### src/rtl/core/srvm_pkg.sv
package srvm_pkg;

  localparam int unsigned RegCountDef   = 32;
  localparam int unsigned StackDepthDef = 64;

  localparam logic [15:0] ProgSizeRst = 16'hFFFF;
  localparam logic [15:0] StartIpRst  = 16'h0000;

  typedef enum logic [4:0] {
    OP_HALT  = 5'd0,
    OP_DISP  = 5'd1,
    OP_PRINT = 5'd2,
    OP_PUSH  = 5'd3,
    OP_POP   = 5'd4,
    OP_MOV   = 5'd5,
    OP_CALL  = 5'd6,
    OP_RET   = 5'd7,
    OP_JMP   = 5'd8,
    OP_JZ    = 5'd9,
    OP_JPOS  = 5'd10,
    OP_JNEG  = 5'd11,
    OP_ADD   = 5'd12,
    OP_SUB   = 5'd13,
    OP_MUL   = 5'd14,
    OP_DIV   = 5'd15
  } op_e;

  typedef enum logic [2:0] {
    ST_OK    = 3'd0,
    ST_FIN   = 3'd1,
    ST_STACK = 3'd2,
    ST_REG   = 3'd3,
    ST_INSTR = 3'd4,
    ST_OVF   = 3'd5,
    ST_DIV0  = 3'd6,
    ST_UNK   = 3'd7
  } status_e;

  typedef enum logic [1:0] {
    KIND_NONE  = 2'd0,
    KIND_REG   = 2'd1,
    KIND_STACK = 2'd2
  } kind_e;

  localparam logic CfgProgSize = 1'b0;
  localparam logic CfgStartIp  = 1'b1;

  typedef enum logic [1:0] {
    PATH_OUT  = 2'd0,
    PATH_LIST = 2'd1,
    PATH_AR   = 2'd2,
    PATH_DIV  = 2'd3
  } path_e;

  typedef enum logic [8:0] {
    S_IDLE = 9'b000000001,
    S_RA   = 9'b000000010,
    S_RB   = 9'b000000100,
    S_EX   = 9'b000001000,
    S_DIV  = 9'b000010000,
    S_AR   = 9'b000100000,
    S_LRD  = 9'b001000000,
    S_LOUT = 9'b010000000,
    S_OUT  = 9'b100000000
  } state_e;

  typedef struct packed {
    logic ld;
    logic rd_a;
    logic rd_b;
    logic ex;
    logic dv;
    logic ar;
    logic lrd;
    logic lout;
    logic oacc;
  } cmd_t;

  typedef struct packed {
    path_e path;
    logic  div_done;
    logic  last;
  } sts_t;

endpackage

### src/rtl/core/srvm_ctrl.sv
module srvm_ctrl (
  input  logic               clk_i,
  input  logic               rst_ni,
  input  logic               in_valid_i,
  output logic               in_ready_o,
  output logic               out_valid_o,
  input  logic               out_ready_i,
  input  srvm_pkg::sts_t     sts_i,
  output srvm_pkg::cmd_t     cmd_o
);

  srvm_pkg::state_e state_q, state_d;

  assign in_ready_o  = (state_q == srvm_pkg::S_IDLE);
  assign out_valid_o = (state_q == srvm_pkg::S_OUT);

  always_comb begin
    cmd_o      = '0;
    cmd_o.ld   = in_ready_o & in_valid_i;
    cmd_o.rd_a = (state_q == srvm_pkg::S_RA);
    cmd_o.rd_b = (state_q == srvm_pkg::S_RB);
    cmd_o.ex   = (state_q == srvm_pkg::S_EX);
    cmd_o.dv   = (state_q == srvm_pkg::S_DIV);
    cmd_o.ar   = (state_q == srvm_pkg::S_AR);
    cmd_o.lrd  = (state_q == srvm_pkg::S_LRD);
    cmd_o.lout = (state_q == srvm_pkg::S_LOUT);
    cmd_o.oacc = out_valid_o & out_ready_i;
  end

  always_comb begin
    state_d = state_q;
    unique case (state_q)
      srvm_pkg::S_IDLE: if (in_valid_i) begin
        state_d = srvm_pkg::S_RA;
      end
      srvm_pkg::S_RA: state_d = srvm_pkg::S_RB;
      srvm_pkg::S_RB: state_d = srvm_pkg::S_EX;
      srvm_pkg::S_EX: begin
        unique case (sts_i.path)
          srvm_pkg::PATH_OUT:  state_d = srvm_pkg::S_OUT;
          srvm_pkg::PATH_LIST: state_d = srvm_pkg::S_LRD;
          srvm_pkg::PATH_AR:   state_d = srvm_pkg::S_AR;
          srvm_pkg::PATH_DIV:  state_d = srvm_pkg::S_DIV;
          default:             state_d = srvm_pkg::S_OUT;
        endcase
      end
      srvm_pkg::S_DIV: if (sts_i.div_done) begin
        state_d = srvm_pkg::S_AR;
      end
      srvm_pkg::S_AR:   state_d = srvm_pkg::S_OUT;
      srvm_pkg::S_LRD:  state_d = srvm_pkg::S_LOUT;
      srvm_pkg::S_LOUT: state_d = srvm_pkg::S_OUT;
      srvm_pkg::S_OUT: if (out_ready_i) begin
        state_d = sts_i.last ? srvm_pkg::S_IDLE : srvm_pkg::S_LRD;
      end
      default: state_d = srvm_pkg::S_IDLE;
    endcase
  end

  always_ff @(posedge clk_i or negedge rst_ni) begin
    if (!rst_ni) begin
      state_q <= srvm_pkg::S_IDLE;
    end else begin
      state_q <= state_d;
    end
  end

endmodule

### config.mk
export PLATFORM = sky130hd
export DESIGN_NAME = srvm_ctrl
export DESIGN_NICKNAME = d
export VERILOG_FILES = /design/src/rtl/core/srvm_pkg.sv /design/src/rtl/core/srvm_ctrl.sv
export SDC_FILE = /design/constraint.sdc
export NUM_CORES = 1
export LEC_CHECK = 0
export BUFFER_PORTS_ARGS = -buffer_cell sky130_fd_sc_hd__clkbuf_2
export CAP_MARGIN = 10
export CORE_MARGIN = 5
export CORE_UTILIZATION = 53
export CTS_CLUSTER_DIAMETER = 50
export DETAILED_ROUTE_END_ITERATION = 16
export PLACE_DENSITY = 0.88
export SYNTH_ARGS = -nofsm -noshare
export SYNTH_HDL_FRONTEND = slang
export SYNTH_SLANG_ARGS = --single-unit
### constraint.sdc
create_clock -name clk_i -period 4.55 [get_ports clk_i]
set_input_delay 0.455 -clock clk_i [delete_from_list [all_inputs] [get_ports clk_i]]
set_output_delay 0.455 -clock clk_i [all_outputs]
set_load 0.005 [all_outputs]
==> metrics.md, run 1 <==
| Metric | Value |
|---|---|
| Synth unique cells | `43` |
| Area Overhead vs Synth | `14.5%` |
| CTS buffer count | `3` |
| Clk sink count | `9` |
| Final TNS setup | `0 ns` |
| Synth Area in XOR/XNOR | `under 10%` |
| Mux contribution to synthesized area | `0%` |
| Post-synth EDFFs | `0` |
| Synthesized netlist cell count | `73` |
| Kind of critical path | `flip-flop to primary output` |
| Total global-route track usage | `15.9%` |
| Critical path buffer and inverter count | `1` |
| Die height | `46.1 um` |
| Synth Area in Adders | `0%` |
| Slowest-stage cell, CP | `dfrtp_1` |
| Largest regs | `state_q: 9 flops` |
| Post-CTS Setup Repair Bufs | `0` |
| Number of diodes | `0` |
| Critical Path RT | `4.09 ns` |
| Nets@finish | `slightly below 100` |
| Top cell family by delay on the critical path | `simple AND/OR/NAND/NOR gates` |
| Setup violations, final | `0` |
| Skew final | `0.00872 ns` |
| Post-route ant nets | `0` |
| Initial Utilization | `a little over half` |
| DP Wirelength | `roughly 1.1 mm` |
| Ys async rst share | `100%` |
| Synth Flop Type | `dfrtp_1` |
| PortBufs | `18` |
| Clk_lat worst skew | `0.26 ns` |
| Global-route wire length before repair | `2.46 mm` |
| Drt drc | `0` |
| Post-CTS Resized | `0` |
| Yosys reg bits | `9` |
| CTS tree | `yes` |
| Worst EP arrival | `1.84 ns` |
| Vias in the first global route | `580` |
| Synth warn | `0` |
| Critical Path, Cell by Cell | `nor4_4, nand3b_4, nor3b_4, clkbuf_2` |
| Final Non-Filler Cells | `105` |
| Yosys top cell area share | `28.9%` |
| Final slew viol count | `0` |
| Routed via count | `607` |
| Row Count | `13` |
| Clock Pin Slew Worst Setup and Hold Paths | `0.07 ns` |
| Slowest stage delay, CP | `approximately 0.49 ns` |
| P_leak | `0.349 nW` |
| Max-cap viol count | `0` |
| Post-Syn Area | `692 um^2` |
| Core box area | `roughly 1300 um^2` |
| Die area | `2130 um^2` |
| Iter 0 DRT Violations | `19` |
| Power per cell area | `418 nW/um^2` |
| H-tree depth | `1` |
| GPL Wtd Cong | `0.751` |
| Main combinational cell family by area after synthesis | `simple AND/OR/NAND/NOR gates` |
| Congestion Overflow GR | `0` |
| Clock Path Buffers | `2` |
| RSZ-0062 raised after global routing | `false` |
| Die Width | `46.1 um` |
| Clock Root Buffer | `clkbuf_4` |
| Largest net degree at the start of global routing | `10` |
| Register area share after synthesis | `32.7%` |
| Hold_buf cts | `0` |
| Peak supply drop | `0.000311 V` |
| Top cells by area, synth | `dfrtp_1 (29%), nor2_1 (4.3%), dfstp_2 (3.8%)` |
| Synth Area per Inst | `9.48 um^2` |
| Outcome | `finished clean` |
| Simple-gate portion of the synthesized area | `45.2%` |
| DP Cell Count | `101` |
| Vias per Instance | `5.78` |
| Leading area contributor after synthesis | `dfrtp_1` |
| Crit-path max FO | `8` |
| Drt first pass iters | `4` |
| Synth Area in Compound Gates | `~14%` |
| Startpoint Class | `flip-flop` |
| Max transition margin | `59.6%` |
| Final WL | `1.42 mm` |
| Max reg flops | `9` |
| Commonest cells post-synth | `dfrtp_1 (8), nor2_1 (8), nand2_1 (4), nor3_1 (4), and2_1 (3)` |
| Initial antenna violation count | `0` |
| Slew @ Worst Pin | `0.604 ns` |
| Fillers | `107` |
| Wire length per cell | `13.5 um` |
| Top reg by flops | `state_q` |
| Share of cells above drive strength 1 | `42.2%` |
| Tightest Hold Check Type | `primary input to asynchronous set/reset pin` |
| Min Tclk post-route | `2.30 ns` |
| Final hold violations | `0` |
| Synthesized net count | `81` |
| I/O Pins | `19` |
| Final worst path period share | `about half` |
| Max Freq | `436 MHz` |
| Crit path capture type | `primary output` |
==> layout make-up <==
type,count,area (um^2),area share [%]
clock buffers,4,26.3,3.32
inverters,1,3.75,0.474
multi-input cells,58,427,53.9
flip-flops and latches,9,226,28.6
well taps,15,18.8,2.37
repair buffers,18,90.1,11.4
==> cells in the final DEF (no fill, tap or decap), types with 2 or more instances in the layout <==
cell type and count:
nand2_1 4, nor3_2 2, and3_2 2, clkbuf_2 18, and4_2 2, nor2_1 8, dfrtp_1 8, nor3_1 4
and2_1 3, nor2b_1 2, o21ai_0 2, nor4_1 2, nand2b_1 2, clkbuf_4 3
==> cell families (layout without fill, tap and decap cells) <==
group	after synthesis	in the layout
AO/OA/AOI/OAI	12	12
XOR/XNOR	2	2
buffers and inverters	6	23
flip-flops	9	9
AND/OR/NAND/NOR	44	44
==> metal layers <==
metal  vias up  part of all wire (%)  global-route usage, %
li1        297                     -                      -
met1       284                    42                   19.7
met2        22                    51                   26.6
met3         4                   4.7                   1.95
met4         0                   2.3                   7.95
met5         -                     0                      0
==> report_power, final <==
part	switching (mW)	internal (mW)
clock	0.0289	0.0338
sequential	0.0132	0.0956
combinational	0.0886	0.0706
total	0.131	0.200
==> path summary, 6_finish.rpt <==
check | cells after the start | start | to | slack [ns]
hold reg to reg | 1 | state_q[4] | state_q[7] | 0.65
min in group clk_i | 3 | sts_i[1] | state_q[5] | 0.41
hold / removal | 1 | rst_ni | state_q[6] | 0.04
max in group asynchronous | 1 | rst_ni | state_q[0] | 4.24
setup reg to reg | 5 | state_q[5] | state_q[8] | 2.84
setup / recovery | 4 | state_q[5] | cmd_o[5] | 2.25
==> stage by stage <==
step,power (mW),hold WS [ns],cell area [um^2],util [%],setup slack [ns]
3_3_place_gp,0.263,0.321,766,60.4,2.60
3_5_place_dp,0.265,0.327,766,60.4,2.55
6_report,0.331,0.0410,792,62.4,2.25
5_1_grt,0.350,0.0664,792,62.4,2.12
2_1_floorplan,0.229,0.159,692,-,2.77
4_1_cts,0.330,0.0520,792,62.4,2.26
==> worst register-to-register path: stages, from the launching register on <==
cell and delay [ns]:
dfrtp_1 0.49, nor4_4 0.48, nand3b_4 0.18, nor3b_4 0.27, a21oi_1 0.11, o41ai_1 0.07
No activity file was read; power rests on OpenSTA's default activity.
==> run 2: changes to the inputs <==
--- a/config.mk
+++ b/config.mk
@@ -5,13 +5,14 @@
 export SDC_FILE = /design/constraint.sdc
 export NUM_CORES = 1
 export LEC_CHECK = 0
+export ABC_AREA = 1
 export BUFFER_PORTS_ARGS = -buffer_cell sky130_fd_sc_hd__clkbuf_2
 export CAP_MARGIN = 10
 export CORE_MARGIN = 5
-export CORE_UTILIZATION = 53
+export CORE_UTILIZATION = 45
 export CTS_CLUSTER_DIAMETER = 50
 export DETAILED_ROUTE_END_ITERATION = 16
-export PLACE_DENSITY = 0.88
+export PLACE_DENSITY = 0.8
 export SYNTH_ARGS = -nofsm -noshare
 export SYNTH_HDL_FRONTEND = slang
 export SYNTH_SLANG_ARGS = --single-unit
==> constraint.sdc (replaced) <==
create_clock -name clk_i -period 1.9 [get_ports clk_i]
set_input_delay 0.19 -clock clk_i [delete_from_list [all_inputs] [get_ports clk_i]]
set_output_delay 0.19 -clock clk_i [all_outputs]
set_load 0.005 [all_outputs]
==> run 2 against run 1 <==
Against the previous run:
- synthesized cell count is 32% higher
- setup slack worse by 1.9 ns
- non-clock buffer count is 1 higher
- clock power is 150% higher
- register-to-register slack worse by 2.3 ns
- sequential cell count stayed put
- total power grew to 2.5 times the previous value
- worst hold slack better by 0.12 ns
- highest routed layer unchanged
==> metrics.md, run 2 <==
| Metric | Value |
|---|---|
| Synth unique cells | `19 (was 43)` |
| Top reg by flops | `state_q (unchanged)` |
| Kind of critical path | `flip-flop to primary output (unchanged)` |
| Leading area contributor after synthesis | `dfrtp_1 (unchanged)` |
| Clk_lat worst skew | `0.27 ns (was 0.26 ns)` |
| Max reg flops | `9 (unchanged)` |
| Drt drc | `0 (unchanged)` |
| Final slew viol count | `0 (unchanged)` |
| Synth Area per Inst | `7.18 um^2 (was 9.48 um^2)` |
| Peak supply drop | `0.000571 V (was 0.000311 V)` |
| Post-CTS Setup Repair Bufs | `0 (unchanged)` |
| Synthesized net count | `104 (was 81)` |
| CTS tree | `yes (unchanged)` |
| Post-synth EDFFs | `0 (unchanged)` |
| Row Count | `14 (was 13)` |
| Die area | `2410 um^2 (was 2130 um^2)` |
| Post-CTS Resized | `0 (unchanged)` |
| Final hold violations | `0 (unchanged)` |
| Drt first pass iters | `4 (unchanged)` |
| Slowest-stage cell, CP | `dfstp_2 (was dfrtp_1)` |
| Slew @ Worst Pin | `0.243 ns (was 0.604 ns)` |
| Placed Area | `792 um^2 (was 766 um^2)` |
| Initial antenna violation count | `0 (unchanged)` |
| CTS buffer count | `3 (unchanged)` |
| Setup violations, final | `0 (unchanged)` |
| Die height | `49.1 um (was 46.1 um)` |
| Power per cell area | `1010 nW/um^2 (was 418 nW/um^2)` |
| Met3 Usage GRT | `2.14% (was 1.95%)` |
| Vias in the first global route | `655 (was 580)` |
| Nets@finish | `127 (was 99)` |
| Max transition margin | `83.5% (was 59.6%)` |
| Critical path buffer and inverter count | `3 (was 1)` |
| Iter 0 DRT Violations | `11 (was 19)` |
| Register area share after synthesis | `32.8% (was 32.7%)` |
| Max-cap viol count | `0 (unchanged)` |
| Number of diodes | `0 (unchanged)` |
| Commonest cells post-synth | `inv_1 (19), nand2_1 (14), nor2_1 (11) (was dfrtp_1 (8), nor2_1 (8), nand2_1 (4), nor3_1 (4), and2_1 (3))` |
| Hold_buf cts | `1 (was 0)` |
| Crit path capture type | `primary output (unchanged)` |
| Met1 Usage GRT | `16.3% (was 19.7%)` |
| Outcome | `finished clean (unchanged)` |
| Synth Flop Type | `dfrtp_1 (unchanged)` |
| Clock Pin Slew Worst Setup and Hold Paths | `0.07 ns (about the same)` |
| Max Freq | `637 MHz` |
| Die Width | `49.1 um (was 46.1 um)` |
| P_leak | `0.511 nW (was 0.349 nW)` |
| Tightest Hold Check Type | `primary input to flip-flop (was primary input to asynchronous set/reset pin)` |
| Final WL | `1.48 mm (was 1.42 mm)` |
| I/O Pins | `19 (unchanged)` |
| H-tree depth | `1 (unchanged)` |
| Util after Layout | `56.3% (was 62.4%)` |
| Final non-filler cell area | `828 um^2 (was 792 um^2)` |
| Most frequent cells in the layout | `inv_1 (19), clkbuf_2 (18), nand2_1 (14), nor2_1 (11), dfrtp_1 (8) (was clkbuf_2 (18), nor2_1 (8), dfrtp_1 (8), nand2_1 (4), nor3_1 (4))` |
| Congestion Overflow GR | `0 (unchanged)` |
| Post-route ant nets | `0 (unchanged)` |
| Final Non-Filler Cells | `134 (was 105)` |
| Initial Utilization | `46.9% (was 54.5%)` |
| Crit-path max FO | `4 (was 8)` |
| Total power | `836 uW (was 331 uW)` |
| Area Overhead vs Synth | `20.1% (was 14.5%)` |
| Met2 global-route usage | `22.3% (was 26.6%)` |
| Global-route wire length before repair | `2.63 mm (was 2.46 mm)` |
| Top cell family by delay on the critical path | `flip-flops (was simple AND/OR/NAND/NOR gates)` |
| Most common cell after layout, fill and taps aside | `inv_1 (was clkbuf_2)` |
| Most instantiated library cell after synthesis | `inv_1` |
| Largest net degree at the start of global routing | `10 (unchanged)` |
| Core box area | `1470 um^2 (was 1270 um^2)` |
| Startpoint Class | `flip-flop (unchanged)` |
| Slowest stage delay, CP | `0.58 ns (was 0.49 ns)` |
| Skew final | `0.00758 ns (was 0.00872 ns)` |
| Clock Path Buffers | `2 (unchanged)` |
| Total global-route track usage | `13.6% (was 15.9%)` |
| PortBufs | `18 (unchanged)` |
| Worst EP arrival | `1.38 ns (was 1.84 ns)` |
| GPL Wtd Cong | `0.795 (was 0.751)` |
| Wire length per cell | `11.1 um (was 13.5 um)` |
| Clk sink count | `9 (unchanged)` |
| Ys async rst share | `100% (unchanged)` |
| Post-Syn Area | `689 um^2 (was 692 um^2)` |
| RSZ-0062 raised after global routing | `false (unchanged)` |
| Critical Path RT | `1.71 ns (was 4.09 ns)` |
| Final worst path period share | `82.6%` |
| DP Wirelength | `1.23 mm (was 1.07 mm)` |
| Clock Root Buffer | `clkbuf_4 (unchanged)` |
| Vias per Instance | `4.84 (was 5.78)` |
| Synthesized netlist cell count | `96 (was 73)` |
| Largest regs | `state_q: 9 flops (unchanged)` |
| Share of cells above drive strength 1 | `44.1% (was 42.2%)` |
| Yosys reg bits | `9 (unchanged)` |
| Critical Path, Cell by Cell | `nor2_4, nand2_4, inv_2, nand2_2, clkinv_1, clkbuf_2 (was nor4_4, nand3b_4, nor3b_4, clkbuf_2)` |
| Synth warn | `0 (unchanged)` |
| Min Tclk post-route | `1.57 ns` |
| Yosys top cell area share | `29.0% (was 28.9%)` |
| Top cells by area, synth | `dfrtp_1 (29%), inv_1 (10%), nand2_1 (7.6%) (was dfrtp_1 (29%), nor2_1 (4.3%), dfstp_2 (3.8%))` |
| DP Cell Count | `129 (was 101)` |
| Routed via count | `649 (was 607)` |
| Final TNS setup | `0 ns (unchanged)` |
| Layer with the highest usage | `met2 (unchanged)` |
==> run 2: cell count changes in the layout (fill, tap and decap cells not counted), sizes merged, moves of 3 or more <==
cell   change
nor3b      -3
inv       +23
o21ai      -4
nor4       -3
nor2      +11
and2       -3
and3       -3
nand2     +16
nand3     +11
==> run 2: worst reg2reg max path, stage by stage (launching register included) <==
cell     delay, ns
dfstp_2       0.58
nor2_4        0.06
nand2_4       0.11
inv_2         0.07
nand2_2       0.10
nand2_1       0.06
nor2_1        0.10
nand3_1       0.10
a21oi_2       0.13
==> run 2: stage by stage <==
stage	hold slack (ns)	setup WS, ns
6_report	0.166	0.331
5_1_grt	0.205	0.209
4_1_cts	0.170	0.331
3_5_place_dp	0.0554	0.567
3_3_place_gp	0.0542	0.604
2_1_floorplan	-0.106	0.690
==> run 2: path summary, 6_finish.rpt <==
path	cells past startpoint	slack, ns	end	start
setup / recovery	6	0.33	out_valid_o	state_q[0]
hold / removal	3	0.17	state_q[1]	in_valid_i
setup reg to reg	8	0.55	state_q[0]	state_q[0]
hold reg to reg	1	0.58	state_q[3]	state_q[8]
max in group asynchronous	2	1.34	state_q[0]	rst_ni
min in group asynchronous	2	0.31	state_q[1]	rst_ni
==> run 2: layout make-up <==
type / count / area [um^2]
clock buffer: 4 / 26.3
fill: 143 / 643
inverter: 25 / 93.8
multi-input combinational: 61 / 362
sequential: 9 / 226
tap: 16 / 20.0
timing repair buffer: 19 / 100
==> run 2: power by group <==
part           switching [mW]  leakage (nW)  internal (mW)
Combinational           0.257         0.375          0.152
Sequential             0.0390         0.121          0.232
Clock                  0.0744        0.0150         0.0812
Total                   0.370         0.511          0.466
==> run 2: cell families after synthesis <==
group / share of synthesized area [%]
buffers and inverters: 14.7
DFF: 32.8
and+or+nand+nor: 48.5
AOI/OAI and AO/OA: 3.99
==> run 2: routing by layer <==
layer  routed length [um]  vias to the layer above
li1                     -                      330
met1                  660                      297
met2                  710                       16
met3                   64                        6
met4                   48                        0
met5                    0                        -
==> run 3: changes to the inputs <==
--- a/config.mk
+++ b/config.mk
@@ -9,10 +9,10 @@
 export BUFFER_PORTS_ARGS = -buffer_cell sky130_fd_sc_hd__clkbuf_2
 export CAP_MARGIN = 10
 export CORE_MARGIN = 5
-export CORE_UTILIZATION = 45
+export CORE_UTILIZATION = 50
 export CTS_CLUSTER_DIAMETER = 50
 export DETAILED_ROUTE_END_ITERATION = 16
-export PLACE_DENSITY = 0.8
+export PLACE_DENSITY = 0.84
 export SYNTH_ARGS = -nofsm -noshare
 export SYNTH_HDL_FRONTEND = slang
 export SYNTH_SLANG_ARGS = --single-unit
==> constraint.sdc (replaced) <==
create_clock -name clk_i -period 1.6 [get_ports clk_i]
set_input_delay 0.16 -clock clk_i [delete_from_list [all_inputs] [get_ports clk_i]]
set_output_delay 0.16 -clock clk_i [all_outputs]
set_load 0.005 [all_outputs]
==> run 3 against run 2 <==
Against the previous run:
- clock-buffer cell count did not move
- total power rose by 18%
- global-route usage rose by 2.5 points
- sequential power rose by 19%
- first-iteration DRC count rose by 45%
- register-to-register slack got worse by 0.27 ns
- via count fell by 1.4%
- die area fell by 8.0%
- worst hold slack got worse by 0.036 ns
- largest power group unchanged
- non-clock buffer count rose by 1
==> metrics.md, run 3 (synthesis results as in run 2) <==
| Metric | Value |
|---|---|
| Final WS setup | `0.0700 ns (was 0.331 ns)` |
| Row Count | `13 (was 14)` |
| Number of diodes | `0 (unchanged)` |
| Final Non-Filler Cells | `134 (unchanged)` |
| Final WL | `1.46 mm (was 1.48 mm)` |
| Area Overhead vs Synth | `24.5% (was 20.1%)` |
| Clock Path Buffers | `2 (unchanged)` |
| Sw power | `429 uW (was 370 uW)` |
| Startpoint Class | `flip-flop (unchanged)` |
| Net Sw Frac | `43.5% (was 44.3%)` |
| Setup violations, final | `0 (unchanged)` |
| Logic pwr share | `49.1% (was 48.9%)` |
| Top cell family by delay on the critical path | `flip-flops (unchanged)` |
| Fillers | `117 (was 143)` |
| Skew final | `0.00603 ns (was 0.00758 ns)` |
| Share of power burned in registers | `32.7% (was 32.5%)` |
| Final hold violations | `0 (unchanged)` |
| GPL Wtd Cong | `0.845 (was 0.795)` |
| Nets@finish | `128 (was 127)` |
| Top reg by flops | `state_q (unchanged)` |
| Global-route wire length before repair | `2.46 mm (was 2.63 mm)` |
| Die area | `2220 um^2 (was 2410 um^2)` |
| Slew @ Worst Pin | `0.247 ns (was 0.243 ns)` |
| Congestion Overflow GR | `0 (unchanged)` |
| Clock Pin Slew Worst Setup and Hold Paths | `0.06 ns (was 0.07 ns)` |
| CTS buffer count | `3 (unchanged)` |
| Crit path capture type | `primary output (unchanged)` |
| Drt drc | `0 (unchanged)` |
| Crit-path max FO | `6 (was 4)` |
| Drt first pass iters | `4 (unchanged)` |
| Initial antenna violation count | `0 (unchanged)` |
| Clk sink count | `9 (unchanged)` |
| Die Width | `47.1 um (was 49.1 um)` |
| Internal power | `557 uW (was 466 uW)` |
| Worst EP arrival | `1.37 ns (was 1.38 ns)` |
| Outcome | `finished clean (unchanged)` |
| Clk_lat worst skew | `0.27 ns (about the same)` |
| Vias in the first global route | `631 (was 655)` |
| Core box area | `1300 um^2 (was 1470 um^2)` |
| Clock Root Buffer | `clkbuf_4 (unchanged)` |
| Final non-filler cell area | `858 um^2 (was 828 um^2)` |
| Post-route ant nets | `0 (unchanged)` |
| Max-cap viol count | `0 (unchanged)` |
| Wire length per cell | `10.9 um (was 11.1 um)` |
| Largest net degree at the start of global routing | `10 (unchanged)` |
| Util after Layout | `66.0% (was 56.3%)` |
| DP Cell Count | `128 (was 129)` |
| Slowest stage delay, CP | `0.45 ns (was 0.58 ns)` |
| Routed via count | `640 (was 649)` |
| Vias per Instance | `4.78 (was 4.84)` |
| Final TNS setup | `0 ns (unchanged)` |
| PortBufs | `18 (unchanged)` |
| Pre-CTS setup slack | `0.303 ns (was 0.567 ns)` |
| Most common cell after layout, fill and taps aside | `inv_1 (unchanged)` |
| Peak supply drop | `0.000643 V (was 0.000571 V)` |
| Critical Path, Cell by Cell | `inv_2, nand3_2, nor2_2, nand2_4, nor2_1, clkbuf_2 (was nor2_4, nand2_4, inv_2, nand2_2, clkinv_1, clkbuf_2)` |
| Max reg flops | `9 (unchanged)` |
| Most frequent cells in the layout | `inv_1 (19), clkbuf_2 (18), nand2_1 (14), nor2_1 (11) (was inv_1 (19), clkbuf_2 (18), nand2_1 (14), nor2_1 (11), dfrtp_1 (8))` |
| Kind of critical path | `flip-flop to primary output (unchanged)` |
| Share of cells above drive strength 1 | `46.2% (was 44.1%)` |
| Clock Power Share | `18.2% (was 18.6%)` |
| Die height | `47.1 um (was 49.1 um)` |
| Min Tclk post-route | `1.53 ns` |
| Critical path buffer and inverter count | `2 (was 3)` |
| DP Wirelength | `1.23 mm (about the same)` |
| Slowest-stage cell, CP | `dfrtp_2 (was dfstp_2)` |
| CTS tree | `yes (unchanged)` |
| P_leak | `0.525 nW (was 0.511 nW)` |
| Initial Utilization | `53.0% (was 46.9%)` |
| Final slew viol count | `0 (unchanged)` |
| Critical Path RT | `1.44 ns (was 1.71 ns)` |
| Tightest Hold Check Type | `primary input to flip-flop (unchanged)` |
| Max Freq | `654 MHz` |
| Iter 0 DRT Violations | `16 (was 11)` |
| I/O Pins | `19 (unchanged)` |
| R2R setup slack | `0.28 ns (was 0.55 ns)` |
| Largest regs | `state_q: 9 flops (unchanged)` |
| H-tree depth | `1 (unchanged)` |
| Placed Area | `791 um^2 (was 792 um^2)` |
| Final worst path period share | `95.6%` |
| Power per cell area | `1150 nW/um^2 (was 1010 nW/um^2)` |
| Max transition margin | `83.4% (was 83.5%)` |
| Total global-route track usage | `16.0% (was 13.6%)` |
==> run 3: cell types whose count changed in the layout (fill, tap and decap cells not counted), sizes merged <==
cell,previous run,this run
buf,0,1
clkinv,1,0
inv,24,25
==> run 3: repair_timing <==
| action | 4_1_cts | 5_1_grt |
|---|---|---|
| hold endpoints to repair | 9 | 0 |
| setup endpoints to repair | 0 | 6 |
| hold buffers | 1 | 0 |
| gates resized for setup | 0 | 7 |
| buffers inserted | 0 | 1 |
==> run 3: path summary, 6_finish.rpt <==
| path | startpoint | to | cells past startpoint |
|---|---|---|---|
| worst max-delay path | state_q[8] | cmd_o[8] | 6 |
| worst min-delay path | sts_i[2] | state_q[8] | 2 |
| worst max register to register | state_q[0] | state_q[0] | 8 |
| worst min register to register | state_q[8] | state_q[3] | 1 |
| max in group asynchronous | rst_ni | state_q[0] | 2 |
| min in group asynchronous | rst_ni | state_q[7] | 2 |
==> run 3: layout make-up <==
class	instances	area [um^2]	area share, %
clock buffers	4	26.3	3.06
inverters	25	96.3	11.2
multi-input cells	61	382	44.5
flip-flops and latches	9	228	26.5
well taps	15	18.8	2.19
repair buffers	20	108	12.5
==> run 3: metal layers <==
layer / track usage (%) / vias up / part of all wire (%)
met5: 0 / - / 0
met4: 11.6 / 0 / 3.4
met3: 1.53 / 6 / 5.3
met2: 26.8 / 16 / 49
met1: 18.9 / 282 / 42
li1: - / 336 / -
==> run 3: metrics by stage <==
stage                     power [mW]  hold slack [ns]
final                          0.986            0.129
after CTS                      0.988            0.132
after detailed placement       0.804           0.0307
after global routing            1.07            0.135
after global placement         0.789           0.0254
after floorplan                0.697           -0.136
==> run 3: power by group through the flow <==
stage          logic [mW]  clock network, mW  registers (mW)
5_1_grt             0.543              0.196           0.328
2_1_floorplan       0.379                  0           0.318
6_report            0.484              0.179           0.323
3_5_place_dp        0.479                  0           0.325
4_1_cts             0.482              0.185           0.321
3_3_place_gp        0.465                  0           0.324
